==> config.mk <==
export PLATFORM = sky130hd
export DESIGN_NAME = json_string_unescape
export DESIGN_NICKNAME = d
export VERILOG_FILES = /design/src/jsu_pkg.sv /design/src/jsu_front.sv /design/src/jsu_queue.sv /design/src/jsu_back.sv /design/src/json_string_unescape.sv
export VERILOG_INCLUDE_DIRS = /design/src /design/src/src
export SDC_FILE = /design/constraint.sdc
export NUM_CORES = 1
export LEC_CHECK = 0
export BUFFER_PORTS_ARGS = -buffer_cell sky130_fd_sc_hd__buf_2
export CAP_MARGIN = 0
export CORE_MARGIN = 2
export CORE_UTILIZATION = 45
export DETAILED_ROUTE_END_ITERATION = 12
export PLACE_DENSITY_LB_ADDON = 0.25
export SYNTH_ARGS = -nofsm -noshare
export SYNTH_HDL_FRONTEND = slang
export SYNTH_SLANG_ARGS = --single-unit
==> constraint.sdc <==
create_clock -name clock -period 5.2 [get_ports clock]
set_input_delay 1.04 -clock clock [delete_from_list [all_inputs] [get_ports clock]]
set_output_delay 1.04 -clock clock [all_outputs]
set_load 0.02 [all_outputs]
==> src/json_string_unescape_assert.svh <==
// Assertion macros for the string unescaper.
`ifndef JSON_STRING_UNESCAPE_ASSERT_SVH
`define JSON_STRING_UNESCAPE_ASSERT_SVH

// Condition that must hold at every clock edge outside reset.
`define JSU_ASSERT_ALWAYS(label, clk, rst, cond, msg) \
   label: assert property (@(posedge clk) disable iff (rst) (cond)) else $error(msg);

// Antecedent implies consequent in the same cycle.
`define JSU_ASSERT_IMPL(label, clk, rst, ante, cons, msg) \
   label: assert property (@(posedge clk) disable iff (rst) (ante) |-> (cons)) \
      else $error(msg);

`endif

==> src/jsu_pkg.sv <==
package jsu_pkg;

   localparam int QUEUE_DEPTH = 4;
   localparam int QUEUE_PTR_W = $clog2(QUEUE_DEPTH);
   localparam int CHAR_W      = 16;

   localparam logic [CHAR_W-1:0] CH_NUL     = 16'h0000;
   localparam logic [CHAR_W-1:0] CH_TAB     = 16'h0009;
   localparam logic [CHAR_W-1:0] CH_LF      = 16'h000A;
   localparam logic [CHAR_W-1:0] CH_CR      = 16'h000D;
   localparam logic [CHAR_W-1:0] CH_QUOTE   = 16'h0022;
   localparam logic [CHAR_W-1:0] CH_ZERO    = 16'h0030;
   localparam logic [CHAR_W-1:0] CH_BSLASH  = 16'h005C;
   localparam logic [CHAR_W-1:0] CH_A_LOW   = 16'h0061;
   localparam logic [CHAR_W-1:0] CH_N       = 16'h006E;
   localparam logic [CHAR_W-1:0] CH_R       = 16'h0072;
   localparam logic [CHAR_W-1:0] CH_T       = 16'h0074;
   localparam logic [CHAR_W-1:0] CH_U       = 16'h0075;
   localparam logic [CHAR_W-1:0] CASE_BIT   = 16'h0020;

   typedef enum logic [1:0] {
      MODE_NORMAL = 2'd0,
      MODE_ESCAPE = 2'd1,
      MODE_HEX    = 2'd2
   } scan_mode_type;

   // One queue entry: one or two results produced by a single input unit.
   typedef struct packed {
      logic              two;
      logic [CHAR_W-1:0] char0;
      logic              end0;
      logic [CHAR_W-1:0] char1;
      logic              end1;
   } entry_type;

   typedef struct packed {
      logic full;
      logic empty;
   } q_status_type;

   // Returns {valid, digit}.
   function automatic logic [4:0] hex_digit(input logic [CHAR_W-1:0] c);
      logic [CHAR_W-1:0] folded;
      logic [CHAR_W-1:0] d_num;
      logic [CHAR_W-1:0] d_alpha;
      folded  = c | CASE_BIT;
      d_num   = c - CH_ZERO;
      d_alpha = folded - CH_A_LOW;
      if (d_num <= 16'd9)
         return {1'b1, d_num[3:0]};
      else if (d_alpha <= 16'd5)
         return {1'b1, d_alpha[3:0] + 4'd10};
      else
         return 5'd0;
   endfunction

endpackage

==> src/jsu_front.sv <==
module jsu_front (
   input  logic                      clock,
   input  logic                      reset,
   input  logic                      req_tvalid,
   output logic                      req_tready,
   input  logic [15:0]               req_tdata,   // [15:0] code_unit
   input  jsu_pkg::q_status_type     q_stat,
   output logic                      push,
   output jsu_pkg::entry_type        push_entry
);
   import jsu_pkg::*;

   typedef struct packed {
      logic              emit;
      logic [CHAR_W-1:0] ch;
      logic              last;
      logic              to_escape;
   } nt_result_type;

   scan_mode_type     mode_ff, mode_in;
   logic [1:0]        hex_cnt_ff, hex_cnt_in;
   logic [CHAR_W-1:0] hex_val_ff, hex_val_in;
   logic              accept;
   logic [CHAR_W-1:0] c;
   logic [4:0]        dig;
   nt_result_type     nt;

   function automatic nt_result_type normal_text(input logic [CHAR_W-1:0] u);
      nt_result_type r;
      r = '0;
      if (u == CH_QUOTE || u == CH_NUL) begin
         r.emit = 1'b1;
         r.last = 1'b1;
      end else if (u == CH_BSLASH) begin
         r.to_escape = 1'b1;
      end else begin
         r.emit = 1'b1;
         r.ch   = u;
      end
      return r;
   endfunction

   assign req_tready = !q_stat.full;
   assign accept     = req_tvalid && req_tready;
   assign c          = req_tdata;
   assign dig        = hex_digit(c);
   assign nt         = normal_text(c);

   always_ff @(posedge clock) begin
      if (reset) begin
         mode_ff    <= MODE_NORMAL;
         hex_cnt_ff <= 2'd0;
         hex_val_ff <= '0;
      end else begin
         mode_ff    <= mode_in;
         hex_cnt_ff <= hex_cnt_in;
         hex_val_ff <= hex_val_in;
      end
   end

   always_comb begin
      mode_in    = mode_ff;
      hex_cnt_in = hex_cnt_ff;
      hex_val_in = hex_val_ff;
      push       = 1'b0;
      push_entry = '0;
      if (accept) begin
         case (mode_ff)
            MODE_ESCAPE: begin
               mode_in = MODE_NORMAL;
               if (c == CH_U) begin
                  mode_in    = MODE_HEX;
                  hex_cnt_in = 2'd0;
                  hex_val_in = '0;
               end else begin
                  push = 1'b1;
                  if (c == CH_NUL)
                     push_entry.end0 = 1'b1;
                  else if (c == CH_N)
                     push_entry.char0 = CH_LF;
                  else if (c == CH_R)
                     push_entry.char0 = CH_CR;
                  else if (c == CH_T)
                     push_entry.char0 = CH_TAB;
                  else
                     push_entry.char0 = c;
               end
            end
            MODE_HEX: begin
               if (dig[4]) begin
                  hex_val_in = {hex_val_ff[CHAR_W-5:0], dig[3:0]};
                  if (hex_cnt_ff == 2'd3) begin
                     mode_in          = MODE_NORMAL;
                     hex_cnt_in       = 2'd0;
                     push             = 1'b1;
                     push_entry.char0 = hex_val_in;
                  end else begin
                     hex_cnt_in = hex_cnt_ff + 2'd1;
                  end
               end else begin
                  // partial value first, then the unit again as plain text
                  push             = 1'b1;
                  push_entry.char0 = hex_val_ff;
                  push_entry.two   = nt.emit;
                  push_entry.char1 = nt.ch;
                  push_entry.end1  = nt.last;
                  hex_cnt_in       = 2'd0;
                  mode_in          = nt.to_escape ? MODE_ESCAPE : MODE_NORMAL;
               end
            end
            default: begin
               push             = nt.emit;
               push_entry.char0 = nt.ch;
               push_entry.end0  = nt.last;
               mode_in          = nt.to_escape ? MODE_ESCAPE : MODE_NORMAL;
            end
         endcase
      end
   end

endmodule

==> src/jsu_queue.sv <==
module jsu_queue (
   input  logic                  clock,
   input  logic                  reset,
   input  logic                  push,
   input  jsu_pkg::entry_type    push_entry,
   input  logic                  pop,
   output jsu_pkg::entry_type    head,
   output jsu_pkg::q_status_type q_stat
);
   import jsu_pkg::*;

   entry_type              entries_ff [QUEUE_DEPTH];
   logic [QUEUE_PTR_W-1:0] wr_ptr_ff, wr_ptr_in;
   logic [QUEUE_PTR_W-1:0] rd_ptr_ff, rd_ptr_in;
   logic [QUEUE_PTR_W:0]   count_ff, count_in;

   assign head         = entries_ff[rd_ptr_ff];
   assign q_stat.full  = (count_ff == (QUEUE_PTR_W+1)'(QUEUE_DEPTH));
   assign q_stat.empty = (count_ff == '0);

   always_comb begin
      wr_ptr_in = wr_ptr_ff;
      rd_ptr_in = rd_ptr_ff;
      count_in  = count_ff;
      if (push) begin
         wr_ptr_in = wr_ptr_ff + QUEUE_PTR_W'(1);
      end
      if (pop) begin
         rd_ptr_in = rd_ptr_ff + QUEUE_PTR_W'(1);
      end
      if (push && !pop)
         count_in = count_ff + (QUEUE_PTR_W+1)'(1);
      else if (pop && !push)
         count_in = count_ff - (QUEUE_PTR_W+1)'(1);
   end

   always_ff @(posedge clock) begin
      if (reset) begin
         wr_ptr_ff <= '0;
         rd_ptr_ff <= '0;
         count_ff  <= '0;
      end else begin
         wr_ptr_ff <= wr_ptr_in;
         rd_ptr_ff <= rd_ptr_in;
         count_ff  <= count_in;
      end
   end

   always_ff @(posedge clock) begin
      if (push)
         entries_ff[wr_ptr_ff] <= push_entry;
   end

endmodule

==> src/jsu_back.sv <==
module jsu_back (
   input  logic                  clock,
   input  logic                  reset,
   input  jsu_pkg::entry_type    head,
   input  jsu_pkg::q_status_type q_stat,
   output logic                  pop,
   output logic                  rsp_tvalid,
   input  logic                  rsp_tready,
   output logic [15:0]           rsp_tdata,   // [15:0] out_char
   output logic                  rsp_tlast    // is_end
);
   import jsu_pkg::*;

   logic              out_valid_ff, out_valid_in;
   logic [CHAR_W-1:0] out_char_ff, out_char_in;
   logic              out_end_ff, out_end_in;
   logic              pend_valid_ff, pend_valid_in;
   logic [CHAR_W-1:0] pend_char_ff, pend_char_in;
   logic              pend_end_ff, pend_end_in;
   logic              load;

   assign load       = !out_valid_ff || rsp_tready;
   assign pop        = load && !pend_valid_ff && !q_stat.empty;
   assign rsp_tvalid = out_valid_ff;
   assign rsp_tdata  = out_char_ff;
   assign rsp_tlast  = out_end_ff;

   always_comb begin
      out_valid_in  = out_valid_ff;
      out_char_in   = out_char_ff;
      out_end_in    = out_end_ff;
      pend_valid_in = pend_valid_ff;
      pend_char_in  = pend_char_ff;
      pend_end_in   = pend_end_ff;
      if (load) begin
         if (pend_valid_ff) begin
            // second result of a split hex run
            out_valid_in  = 1'b1;
            out_char_in   = pend_char_ff;
            out_end_in    = pend_end_ff;
            pend_valid_in = 1'b0;
         end else if (!q_stat.empty) begin
            out_valid_in  = 1'b1;
            out_char_in   = head.char0;
            out_end_in    = head.end0;
            pend_valid_in = head.two;
            pend_char_in  = head.char1;
            pend_end_in   = head.end1;
         end else begin
            out_valid_in = 1'b0;
         end
      end
   end

   always_ff @(posedge clock) begin
      if (reset) begin
         out_valid_ff  <= 1'b0;
         pend_valid_ff <= 1'b0;
      end else begin
         out_valid_ff  <= out_valid_in;
         pend_valid_ff <= pend_valid_in;
      end
   end

   always_ff @(posedge clock) begin
      out_char_ff  <= out_char_in;
      out_end_ff   <= out_end_in;
      pend_char_ff <= pend_char_in;
      pend_end_ff  <= pend_end_in;
   end

endmodule

==> src/json_string_unescape.sv <==
// The first result of a unit goes into the queue at its transfer, then to the output
// register. One unit per cycle while the queue is not full; a unit ending a short hex
// run (unless it is a backslash) yields two results, absorbed by a four-entry queue.
// Units that only change the scan mode (backslash, u, first three hex digits)
// produce no result.
// Reset (synchronous, active high) returns to normal text and empties the queue.
`include "json_string_unescape_assert.svh"

module json_string_unescape (
   input  logic        clock,
   input  logic        reset,
   input  logic        req_tvalid,
   output logic        req_tready,
   input  logic [15:0] req_tdata,   // [15:0] code_unit
   output logic        rsp_tvalid,
   input  logic        rsp_tready,
   output logic [15:0] rsp_tdata,   // [15:0] out_char
   output logic        rsp_tlast    // is_end
);
   import jsu_pkg::*;

   q_status_type q_stat;
   entry_type    push_entry;
   entry_type    head;
   logic         push;
   logic         pop;

   jsu_front u_front (
      .clock      (clock),
      .reset      (reset),
      .req_tvalid (req_tvalid),
      .req_tready (req_tready),
      .req_tdata  (req_tdata),
      .q_stat     (q_stat),
      .push       (push),
      .push_entry (push_entry)
   );

   jsu_queue u_queue (
      .clock      (clock),
      .reset      (reset),
      .push       (push),
      .push_entry (push_entry),
      .pop        (pop),
      .head       (head),
      .q_stat     (q_stat)
   );

   jsu_back u_back (
      .clock      (clock),
      .reset      (reset),
      .head       (head),
      .q_stat     (q_stat),
      .pop        (pop),
      .rsp_tvalid (rsp_tvalid),
      .rsp_tready (rsp_tready),
      .rsp_tdata  (rsp_tdata),
      .rsp_tlast  (rsp_tlast)
   );

   `JSU_ASSERT_IMPL(a_push_not_full, clock, reset, push, !q_stat.full, "push into full queue")
   `JSU_ASSERT_IMPL(a_pop_not_empty, clock, reset, pop, !q_stat.empty, "pop from empty queue")
   `JSU_ASSERT_IMPL(a_end_zero, clock, reset, rsp_tvalid && rsp_tlast, rsp_tdata == 16'h0000, "end marker carries nonzero char")

endmodule
==> results.sh, run 1 <==
export IMPL_power_internal_mw=3.52
export IMPL_gp_congestion=0.886
export IMPL_cts_sinks=205
export IMPL_cts_setup_buffers=0
export IMPL_cts_tree="done"
export IMPL_drcViolationCount=0
export IMPL_ys_seq_elements=205
export IMPL_yosys_area_top_type="edfxtp_1"
export IMPL_cts_max_path_buffers=3
export IMPL_fmax_mhz=248
export IMPL_postSynth_asyncResetShare=0
export IMPL_syn_instance_count=606
export IMPL_period_minus_slack_ns=4.04
export IMPL_switching_share=0.265
export IMPL_peakVddDrop_mv=0.194
export IMPL_ant_nets=0
export IMPL_end_kind="register"
export IMPL_firstDrtPassIters=5
export IMPL_hold_violations=0
export IMPL_rows=51
export IMPL_seq_area_frac_synth=0.654
export IMPL_grt_pass1_wl_um=31000
export IMPL_final_setup_tns_ns=0
export IMPL_vias_per_cell=5.75
export IMPL_yosys_top_cells_area="edfxtp_1 (58%), mux4_2 (8.8%), dfxtp_1 (6.9%)"
export IMPL_crit_path_start_kind="input port"
export IMPL_syn_area_um2=8940
export IMPL_cts_made_buffers=21
export IMPL_seqPwrFrac=0.473
export IMPL_required_ns=5.62
export IMPL_portBuffers=38
export IMPL_io_pins=39
export IMPL_register_area_um2=5850
export IMPL_wl_per_cell_um=21.1
export IMPL_clkLatencyLatePin_ns=0.49
export IMPL_synth_edf_count=174
export IMPL_antenna_found_initial=0
export IMPL_hp_class="register to register"
export IMPL_fin_util=0.521
export IMPL_root_buffer="clkbuf_16"
export IMPL_worstSetupPathType="input port to register"
export IMPL_leakage_nw=3.41
export IMPL_cp_cell_sequence="buf_2 > inv_1 > ha_1 > or4b_1 > mux2i_1 > nor4b_2 > o2111ai_2 > nand2_2 > a21oi_4 > ha_1 > inv_1 > fa_1 > xor2_1 > or3_1 > a21oi_1"
export IMPL_worst_path_max_delay_cell="or4b_1"
export IMPL_grt_usage=0.189
export IMPL_die_w_um=145
export IMPL_htree_levels=1
export IMPL_syn_avg_cell_area_um2=14.8
export IMPL_power_frac_comb=0.210
export IMPL_synthesis_nets=640
export IMPL_drt_iter0_markers=461
export IMPL_p_clk_frac=0.317
export IMPL_yosysTopAreaCellShare=0.584
export IMPL_yosys_warnings=0
export IMPL_path_max_fanout=9
export IMPL_core_area_um2=19500
export IMPL_cts_resized=0
export IMPL_drv_cap=0
export IMPL_fillCellCount=1615
export IMPL_antenna_cells=0
export IMPL_clock_skew_final_ns=0.0154
export IMPL_finalSetupViolCount=0
export IMPL_grt_max_degree=36
export IMPL_worstPathArrival_ns=4.46
export IMPL_wirelength_um=19600
export IMPL_grt_setup_unrepaired="no"
export IMPL_path_clk_slew_ns=0.07
export IMPL_synthFlopType="edfxtp_1"
export IMPL_first_global_vias=5524
export IMPL_die_area_um2=21000
export IMPL_multi_input_area_um2=2900
export IMPL_start_util=0.459
export IMPL_synth_distinct_cells=63
export IMPL_p_switching_mw=1.27
export IMPL_die_y_um=145
export IMPL_grt_ovfl_total=0
export IMPL_final_nets=682
export IMPL_worst_slew_pin_transition_ns=0.941
export IMPL_period_share=0.777
export IMPL_powerDensity_nw_per_um2=473
export IMPL_status="finished clean"
export IMPL_slew_headroom=0.373
export IMPL_slowest_delay_ns=0.54
export IMPL_hold_buffers=0
export IMPL_dp_hpwl_um=12400
export IMPL_area_growth_pct=13.4
export IMPL_drive_above_1_share=0.229
export IMPL_vias=5339
export IMPL_drv_slew=0
[layout make-up]
type | instances | share of cell area
Clock buffer | 25 | 0.0533
Tap cell | 265 | 0.0327
Inverter | 17 | 0.00629
Multi-Input combinational cell | 351 | 0.286
Timing Repair Buffer | 52 | 0.0291
Sequential cell | 205 | 0.576
Clock inverter | 13 | 0.0158
[worst max-delay path, delay by kind of cell]
family                   cells  cell delay [ns]
adder cells (fa/ha/maj)      3             0.96
AO/OA/AOI/OAI                3             0.61
AND/OR/NAND/NOR              4             1.05
multiplexers                 1             0.21
buffers and inverters        3             0.41
XOR/XNOR                     1             0.17
[flip-flops by register name (all words and copies together), names as in the netlist, named ones only]
name / cells
u_queue.entries_ff: 140
u_back.rsp_tvalid: 1
u_back.rsp_tdata: 16
u_front.hex_val_ff: 16
u_queue.count_ff: 3
u_queue.wr_ptr_ff: 2
u_queue.rd_ptr_ff: 2
u_back.pend_char_ff: 16
u_back.rsp_tlast: 1
u_front.mode_ff: 2
u_back.pend_end_ff: 1
u_front.hex_cnt_ff: 2
u_back.pend_valid_ff: 1
[layer usage]
| metal | GRT usage | part of all wire |
|---|---|---|
| met5 | 0 | 0 |
| met4 | 0.0752 | 0.037 |
| met3 | 0.0286 | 0.054 |
| met2 | 0.304 | 0.47 |
| met1 | 0.260 | 0.44 |
[cells by family (layout without fill, tap and decap cells)]
logic type,count (synthesis),after routing,synth area share
buffers and inverters,50,107,0.0225
DFF,205,205,0.654
and+or+nand+nor,161,161,0.0939
xor gates and xnor gates,9,9,0.00882
AOI/OAI and AO/OA,108,108,0.0830
muxes,59,59,0.118
adders and majority gates,14,14,0.0204
[synth_stat cells (all sizes together) (2+ instances only)]
master   instances
nor2            27
nand4            5
edfxtp         174
a32oi            2
a22o            12
or3              2
o2bb2ai          4
a31oi            4
mux2            18
ha              13
nand2           42
a21o             3
xnor2            4
or2              4
clkbuf          20
and3             6
a21oi           42
nor3            25
a31o             3
nand3           12
o21a             2
xor2             5
a41oi            3
mux2i            6
o2111ai          2
buf             13
o31ai            6
a311oi           2
inv             17
nand2b           6
nor2b            4
nand3b           2
mux4            35
and2            19
dfxtp           31
o21ai           14
[through the flow]
stage               instance area (um2)  std cells  setup slack (ns)  total power [mW]  hold slack (ns)
floorplan                          8940        606             0.937              2.99            0.436
global placement                   9440        890             0.759              3.30            0.442
detailed placement                 9440        890             0.663              3.33            0.467
CTS                               10100        928              1.17              4.86            0.474
global route                      10100        928             0.948              5.01            0.494
finish                            10100        928              1.16              4.79            0.474
[worst paths after layout]
path,start,cells after the start,to,slack [ns]
hold reg to reg,u_front.hex_val_ff[14]$_SDFFE_PP0P_,2,u_front.hex_val_ff[14]$_SDFFE_PP0P_,0.47
setup / recovery,req_tdata[0],15,u_queue.count_ff[2]$_SDFFE_PP0P_,1.16
setup reg to reg,u_front.mode_ff[1]$_SDFFE_PP0P_,9,u_queue.count_ff[2]$_SDFFE_PP0P_,2.21
hold / removal,u_front.hex_val_ff[14]$_SDFFE_PP0P_,2,u_front.hex_val_ff[14]$_SDFFE_PP0P_,0.47
[power by group through the flow]
stage,Combinational [mW],Sequential [mW],Clock [mW]
floorplan,0.635,2.35,0
global placement,1.01,2.29,0
detailed placement,1.02,2.31,0
CTS,1.03,2.27,1.55
global route,1.09,2.30,1.62
finish,1.01,2.27,1.52
[cells in the final DEF (no fill, tap or decap), drive strengths merged, types with 3 or more instances in the layout]
cell type,instances
edfxtp,174
buf,52
nand2,42
a21oi,42
mux4,35
dfxtp,31
nor2,27
nor3,25
clkbuf,25
and2,19
mux2,18
inv,18
o21ai,14
ha,13
nand3,12
a22o,12
clkinv,8
mux2i,6
o31ai,6
and3,6
nand2b,6
nand4,5
xor2,5
nor2b,4
a31oi,4
o2bb2ai,4
xnor2,4
or2,4
bufinv,4
a21o,3
a31o,3
a41oi,3
Note: power is estimated with default switching activity, not from simulation.
==> run 2: changes to the inputs <==
--- a/config.mk
+++ b/config.mk
@@ -6,6 +6,7 @@
 export SDC_FILE = /design/constraint.sdc
 export NUM_CORES = 1
 export LEC_CHECK = 0
+export ABC_AREA = 1
 export BUFFER_PORTS_ARGS = -buffer_cell sky130_fd_sc_hd__buf_2
 export CAP_MARGIN = 0
 export CORE_MARGIN = 2
==> constraint.sdc (replaced) <==
create_clock -name clock -period 4.1 [get_ports clock]
set_input_delay 0.82 -clock clock [delete_from_list [all_inputs] [get_ports clock]]
set_output_delay 0.82 -clock clock [all_outputs]
set_load 0.02 [all_outputs]
==> run 2 against run 1 <==
  * Synthesized cell count rose by 51%
  * Combinational power rose by 59%
  * Die area rose by 3.8%
  * Global-route usage rose by 1.0 points
  * Non-clock buffer count rose by 3
  * Total power rose by 34%
  * Cell area rose by 3.7%
  * Clock skew fell by 0.0060 ns
  * Synthesized area rose by 3.9%
  * Critical path type unchanged
==> results.sh, run 2 <==
export IMPL_status="finished clean"
export IMPL_grt_pass1_wl_um=33800
export IMPL_mostFrequentLayoutCells="nor2_1 (177), edfxtp_1 (174), nand2_1 (106)"
export IMPL_drv_slew=0
export IMPL_path_delay_family="simple AND/OR/NAND/NOR gates"
export IMPL_powerDensity_nw_per_um2=612
export IMPL_yosys_area_top_type="edfxtp_1"
export IMPL_rrSetupSlack_ns=1.12
export IMPL_synth_distinct_cells=39
export IMPL_ys_seq_elements=205
export IMPL_area_growth_pct=13.2
export IMPL_leakage_nw=4.03
export IMPL_power_mw=6.44
export IMPL_yosys_top_cells_area="edfxtp_1 (56%), nor2_1 (7.3%), dfxtp_1 (6.7%)"
export IMPL_cpMostUsedCell="nand2_1"
export IMPL_hold_buffers=0
export IMPL_synthTopCellsByCount="nor2_1 (181), edfxtp_1 (174), nand2_1 (106), o21ai_0 (91), inv_1 (55)"
export IMPL_cts_made_buffers=23
export IMPL_worstSetupPathType="input port to register"
export IMPL_critPathLaunch="req_tdata[0]"
export IMPL_wirelength_um=21500
export IMPL_hold_violations=0
export IMPL_synth_most_common_cell="nor2_1"
export IMPL_clock_skew_final_ns=0.00947
export IMPL_first_global_vias=6226
export IMPL_crit_end="u_queue.count_ff[2]$_SDFFE_PP0P_"
export IMPL_clkLatencyLatePin_ns=0.52
export IMPL_regMostFlops="u_queue.entries_ff"
export IMPL_gp_congestion=0.928
export IMPL_period_share=0.793
export IMPL_antenna_cells=0
export IMPL_start_util=0.459
export IMPL_synth_edf_count=174
export IMPL_drive_above_1_share=0.131
export IMPL_drv_cap=0
export IMPL_crit_path_start_kind="input port"
export IMPL_grt_setup_unrepaired="no"
export IMPL_hold_ws_ns=0.470
export IMPL_seq_area_frac_synth=0.629
export IMPL_path_max_fanout=9
export IMPL_postSynth_asyncResetShare=0
export IMPL_slowest_delay_ns=0.38
export IMPL_final_common_cell="nor2_1"
export IMPL_drcViolationCount=0
export IMPL_root_buffer="clkbuf_16"
export IMPL_grt_usage=0.199
export IMPL_worst_path_max_delay_cell="fa_1"
export IMPL_finalSetupViolCount=0
export IMPL_grt_max_degree=71
export IMPL_firstDrtPassIters=6
export IMPL_wl_per_cell_um=17.4
export IMPL_htree_levels=1
export IMPL_die_w_um=148
export IMPL_path_clk_slew_ns=0.05
export IMPL_cp_depth=27
export IMPL_r2r_start="u_queue.count_ff[0]$_SDFFE_PP0P_"
export IMPL_reg2reg_to="u_queue.count_ff[2]$_SDFFE_PP0P_"
export IMPL_required_ns=4.55
export IMPL_die_y_um=148
export IMPL_holdCritStartpoint="u_front.hex_cnt_ff[1]$_SDFFE_PP0P_"
export IMPL_slew_headroom=0.455
export IMPL_vias=6609
export IMPL_ant_nets=0
export IMPL_synthesis_nets=949
export IMPL_ff2ff_path_depth=16
export IMPL_fmax_mhz=307
export IMPL_hp_class="register to register"
export IMPL_portBuffers=38
export IMPL_core_area_um2=20200
export IMPL_end_kind="register"
export IMPL_largest_register_ff_count=140
export IMPL_period_minus_slack_ns=3.25
export IMPL_worst_slew_pin_transition_ns=0.811
export IMPL_synthFlopType="edfxtp_1"
export IMPL_syn_instance_count=915
export IMPL_yosys_warnings=0
export IMPL_drt_iter0_markers=541
export IMPL_dp_hpwl_um=13500
export IMPL_syn_area_um2=9290
export IMPL_antenna_found_initial=1
export IMPL_cts_tree="done"
export IMPL_vias_per_cell=5.35
export IMPL_path_buf_inv=5
export IMPL_cts_setup_buffers=0
export IMPL_grt_ovfl_total=0
export IMPL_rows=52
export IMPL_cts_sinks=205
export IMPL_worstPathArrival_ns=3.70
export IMPL_yosysTopAreaCellShare=0.562
export IMPL_die_area_um2=21800
export IMPL_cts_max_path_buffers=3
export IMPL_cts_resized=0
export IMPL_syn_avg_cell_area_um2=10.2
export IMPL_final_nets=983
export IMPL_io_pins=39
export IMPL_peakVddDrop_mv=0.293
-- run 2: cell types whose count changed in the layout (fill, tap and decap cells not counted), sizes merged, moves of 18 or more --
cell   before  now
and2       19    0
a31oi       4   24
mux2       18    0
inv        18   59
o21ai      14   96
nand2      42  115
nand3      12   50
nor2       27  189
mux4       35    0
-- run 2: worst register-to-register path, delay by kind of cell (launching register included) --
| family | cells | cell delay [ns] |
|---|---|---|
| simple gates | 8 | 1.23 |
| buf+inv | 4 | 0.60 |
| fa+ha+maj | 2 | 0.52 |
| flops | 1 | 0.38 |
| compound gates | 2 | 0.20 |
-- run 2: worst min path at each step --
stage / end / slack (ns) / cells after the start
after global placement: u_queue.rd_ptr_ff[1]$_SDFFE_PP0P_ / 0.46 / 2
after floorplan: register / 0.44 / 2
after CTS: u_front.hex_cnt_ff[1]$_SDFFE_PP0P_ / 0.47 / 2
after global routing: u_front.hex_cnt_ff[1]$_SDFFE_PP0P_ / 0.49 / 2
after detailed placement: u_queue.rd_ptr_ff[0]$_SDFFE_PP0P_ / 0.46 / 1
final: u_front.hex_cnt_ff[1]$_SDFFE_PP0P_ / 0.47 / 2
-- run 2: cell families (layout without fill, tap and decap cells) --
logic type | after synthesis | after routing | synth area share
flops | 205 | 205 | 0.629
mux | 1 | 1 | 0.00108
buf+inv | 108 | 159 | 0.0521
simple gates | 396 | 396 | 0.186
xor+xnor | 2 | 2 | 0.00189
fa+ha+maj | 14 | 14 | 0.0197
compound gates | 189 | 189 | 0.110
-- run 2: area by class of cell --
class,instances,area [um2]
Sequential cell,205,5850
Inverter,62,243
Clock inverter,17,144
Multi-Input combinational cell,602,3000
Fill cell,1797,9710
Timing Repair Buffer,55,368
Tap cell,270,338
Clock buffer,25,583
-- run 2: where the power goes --
part           internal [mW]  switching (mW)
Combinational          0.455            1.15
Sequential              2.77          0.0932
Clock                   1.16           0.814
Total                   4.38            2.06
-- run 2: per-stage QoR --
step | util | cells | instance area (um2) | setup WS (ns) | setup TNS, ns
after detailed placement | 0.484 | 1194 | 9790 | 0.338 | 0
final | 0.520 | 1236 | 10500 | 0.847 | 0
after global placement | 0.484 | 1194 | 9790 | 0.429 | 0
after global routing | 0.520 | 1236 | 10500 | 0.537 | 0
after floorplan | - | 915 | 9290 | -0.129 | -18.04
after CTS | 0.520 | 1236 | 10500 | 0.866 | 0
-- run 2: layer usage --
metal / vias up / routed length (um) / part of all wire / track usage
met3: 40 / 1250 / 0.058 / 0.0299
met1: 3117 / 9970 / 0.46 / 0.285
met4: 0 / 600 / 0.028 / 0.0577
met2: 211 / 9700 / 0.45 / 0.317
li1: 3241 / - / - / -
met5: - / 0 / 0 / 0
==> run 3: changes to the inputs <==
--- a/config.mk
+++ b/config.mk
@@ -6,7 +6,7 @@
 export SDC_FILE = /design/constraint.sdc
 export NUM_CORES = 1
 export LEC_CHECK = 0
-export ABC_AREA = 1
+export ABC_AREA = 0
 export BUFFER_PORTS_ARGS = -buffer_cell sky130_fd_sc_hd__buf_2
 export CAP_MARGIN = 0
 export CORE_MARGIN = 2
==> constraint.sdc (replaced) <==
create_clock -name clock -period 2.7 [get_ports clock]
set_input_delay 0.54 -clock clock [delete_from_list [all_inputs] [get_ports clock]]
set_output_delay 0.54 -clock clock [all_outputs]
set_load 0.02 [all_outputs]
==> run 3 against run 2 <==
  * The run now ends with negative setup slack left
  * Via count is 15% lower
  * Non-clock buffer count up 65
  * Sequential power is 51% higher
  * Critical path depth shrank 12
  * Cell area is 6.8% higher
  * Flip-flop and latch count is the same
  * Global-route usage down 1.1 points
  * Clock skew is 0.0057 ns higher
  * Combinational power up 36%
  * Largest cell class unchanged
  * Largest power group unchanged
==> results.sh, run 3 (synthesis results as in run 1) <==
export IMPL_io_pins=39
export IMPL_reg2reg_to="u_front.hex_val_ff[8]$_SDFFE_PP0P_"
export IMPL_root_buffer="clkbuf_16"
export IMPL_worst_slew_pin_transition_ns=0.747
export IMPL_path_max_fanout=3
export IMPL_cts_sinks=205
export IMPL_cts_made_buffers=21
export IMPL_ff2ff_path_depth=8
export IMPL_critPathLaunch="req_tdata[0]"
export IMPL_antenna_found_initial=0
export IMPL_layout_cells_non_filler=996
export IMPL_grt_ovfl_total=0
export IMPL_dp_cells=951
export IMPL_die_area_um2=21000
export IMPL_finalSetupViolCount=17
export IMPL_die_w_um=145
export IMPL_grt_usage=0.187
export IMPL_vias=5640
export IMPL_violations="negative setup slack"
export IMPL_powerDensity_nw_per_um2=834
export IMPL_antenna_cells=0
export IMPL_drv_cap=0
export IMPL_peakVddDrop_mv=0.407
export IMPL_period_share=1.04
export IMPL_hold_violations=0
export IMPL_drv_slew=0
export IMPL_wirelength_um=20400
export IMPL_clkLatencyLatePin_ns=0.50
export IMPL_period_minus_slack_ns=2.80
export IMPL_worstPathArrival_ns=3.21
export IMPL_mostFrequentLayoutCells="edfxtp_1 (174), buf_4 (66), nand2_1 (41)"
export IMPL_slew_headroom=0.498
export IMPL_gp_congestion=0.868
export IMPL_leakage_nw=3.85
export IMPL_core_area_um2=19500
export IMPL_fin_util=0.577
export IMPL_rrSetupSlack_ns=0.24
export IMPL_hold_buffers=0
export IMPL_r2r_start="u_front.mode_ff[0]$_SDFFE_PP0P_"
export IMPL_drcViolationCount=0
export IMPL_fmax_mhz=358
export IMPL_fillCellCount=1497
export IMPL_required_ns=3.11
export IMPL_htree_levels=1
export IMPL_grt_setup_unrepaired="yes"
export IMPL_setup_ws_ns=-0.0955
export IMPL_start_util=0.459
export IMPL_grt_pass1_wl_um=30900
export IMPL_cts_max_path_buffers=3
export IMPL_clock_skew_final_ns=0.0151
export IMPL_ant_nets=0
export IMPL_grt_max_degree=36
export IMPL_crit_path_start_kind="input port"
export IMPL_final_nets=750
export IMPL_vias_per_cell=5.66
export IMPL_worstSetupPathType="input port to register"
export IMPL_regMostFlops="u_queue.entries_ff"
export IMPL_portBuffers=38
export IMPL_hp_class="input port to register"
export IMPL_status="complete, but fails checks"
export IMPL_end_kind="register"
export IMPL_first_global_vias=5534
export IMPL_largest_register_ff_count=140
export IMPL_cts_tree="done"
export IMPL_rows=51
export IMPL_firstDrtPassIters=5
export IMPL_hold_ws_ns=0.418
export IMPL_path_clk_slew_ns=0.06
export IMPL_die_y_um=145
export IMPL_final_common_cell="edfxtp_1"
export IMPL_drt_iter0_markers=435
export IMPL_crit_end="u_queue.count_ff[2]$_SDFFE_PP0P_"
export IMPL_wl_per_cell_um=20.4
export IMPL_dp_hpwl_um=13300
export IMPL_drive_above_1_share=0.383
export IMPL_area_growth_pct=25.7
[run 3: worst max-delay path, stage by stage]
cell	delay, ns
buf_6	0.10
clkinvlp_4	0.07
ha_4	0.12
or4b_4	0.47
mux2i_1	0.20
nor4b_2	0.09
o2111ai_2	0.22
nand2_2	0.11
a21oi_4	0.17
ha_4	0.16
inv_2	0.04
fa_2	0.35
xor2_1	0.15
or3_1	0.30
a21oi_1	0.12
[run 3: per-stage QoR]
step	instance area, um2	setup WS (ns)	total power [mW]	setup TNS [ns]
3_3_place_gp	10000	-0.558	6.51	-104.55
4_1_cts	10800	-0.0848	9.45	-0.0848
3_5_place_dp	10000	-0.611	6.60	-117.08
6_report	11200	-0.0955	9.37	-0.627
2_1_floorplan	9020	-0.738	5.78	-101.85
5_1_grt	11200	-0.203	9.77	-3.77
[run 3: power by group]
| part | total (mW) | internal, mW | switching [mW] |
|---|---|---|---|
| Clock | 2.85 | 1.71 | 1.14 |
| Combinational | 2.19 | 0.990 | 1.20 |
| Sequential | 4.33 | 4.15 | 0.178 |
| Total | 9.37 | 6.86 | 2.51 |
[run 3: per-layer routing]
metal,global-route usage,vias up,share of wire
met2,0.309,195,0.48
met3,0.0280,37,0.058
met4,0.0540,0,0.029
met1,0.261,2830,0.43
li1,-,2578,-
met5,0,-,0
[run 3: worst min path at each step]
stage / startpoint / end / slack, ns / cells past startpoint
2_1_floorplan: u_front.hex_cnt_ff[1]$_SDFFE_PP0P_ / u_front.hex_cnt_ff[1]$_SDFFE_PP0P_ / 0.44 / 2
3_3_place_gp: u_front.hex_cnt_ff[1]$_SDFFE_PP0P_ / u_front.hex_cnt_ff[1]$_SDFFE_PP0P_ / 0.45 / 2
3_5_place_dp: u_front.hex_cnt_ff[1]$_SDFFE_PP0P_ / u_front.hex_cnt_ff[1]$_SDFFE_PP0P_ / 0.45 / 2
4_1_cts: rsp_tready / u_back.rsp_tvalid$_SDFFE_PP0N_ / 0.40 / 4
5_1_grt: rsp_tready / u_back.rsp_tvalid$_SDFFE_PP0N_ / 0.42 / 4
6_report: rsp_tready / u_back.rsp_tvalid$_SDFFE_PP0N_ / 0.42 / 4
[run 3: layout make-up]
| type | count | area [um2] | area share |
|---|---|---|---|
| repair buffers | 120 | 988 | 0.0880 |
| inverters | 17 | 70.1 | 0.00623 |
| clock inverters | 9 | 101 | 0.00902 |
| clock buffers | 29 | 586 | 0.0521 |
| well taps | 265 | 332 | 0.0295 |
| flip-flops and latches | 205 | 5850 | 0.520 |
| multi-input cells | 351 | 3310 | 0.295 |
[run 3: timing repair]
| item | in CTS | in global routing |
|---|---|---|
| setup buffers | 0 | 5 |
| cloned | 0 | 2 |
| gates resized for setup | 7 | 75 |
| pin swaps | 0 | 28 |
| setup endpoints to repair | 29 | 76 |
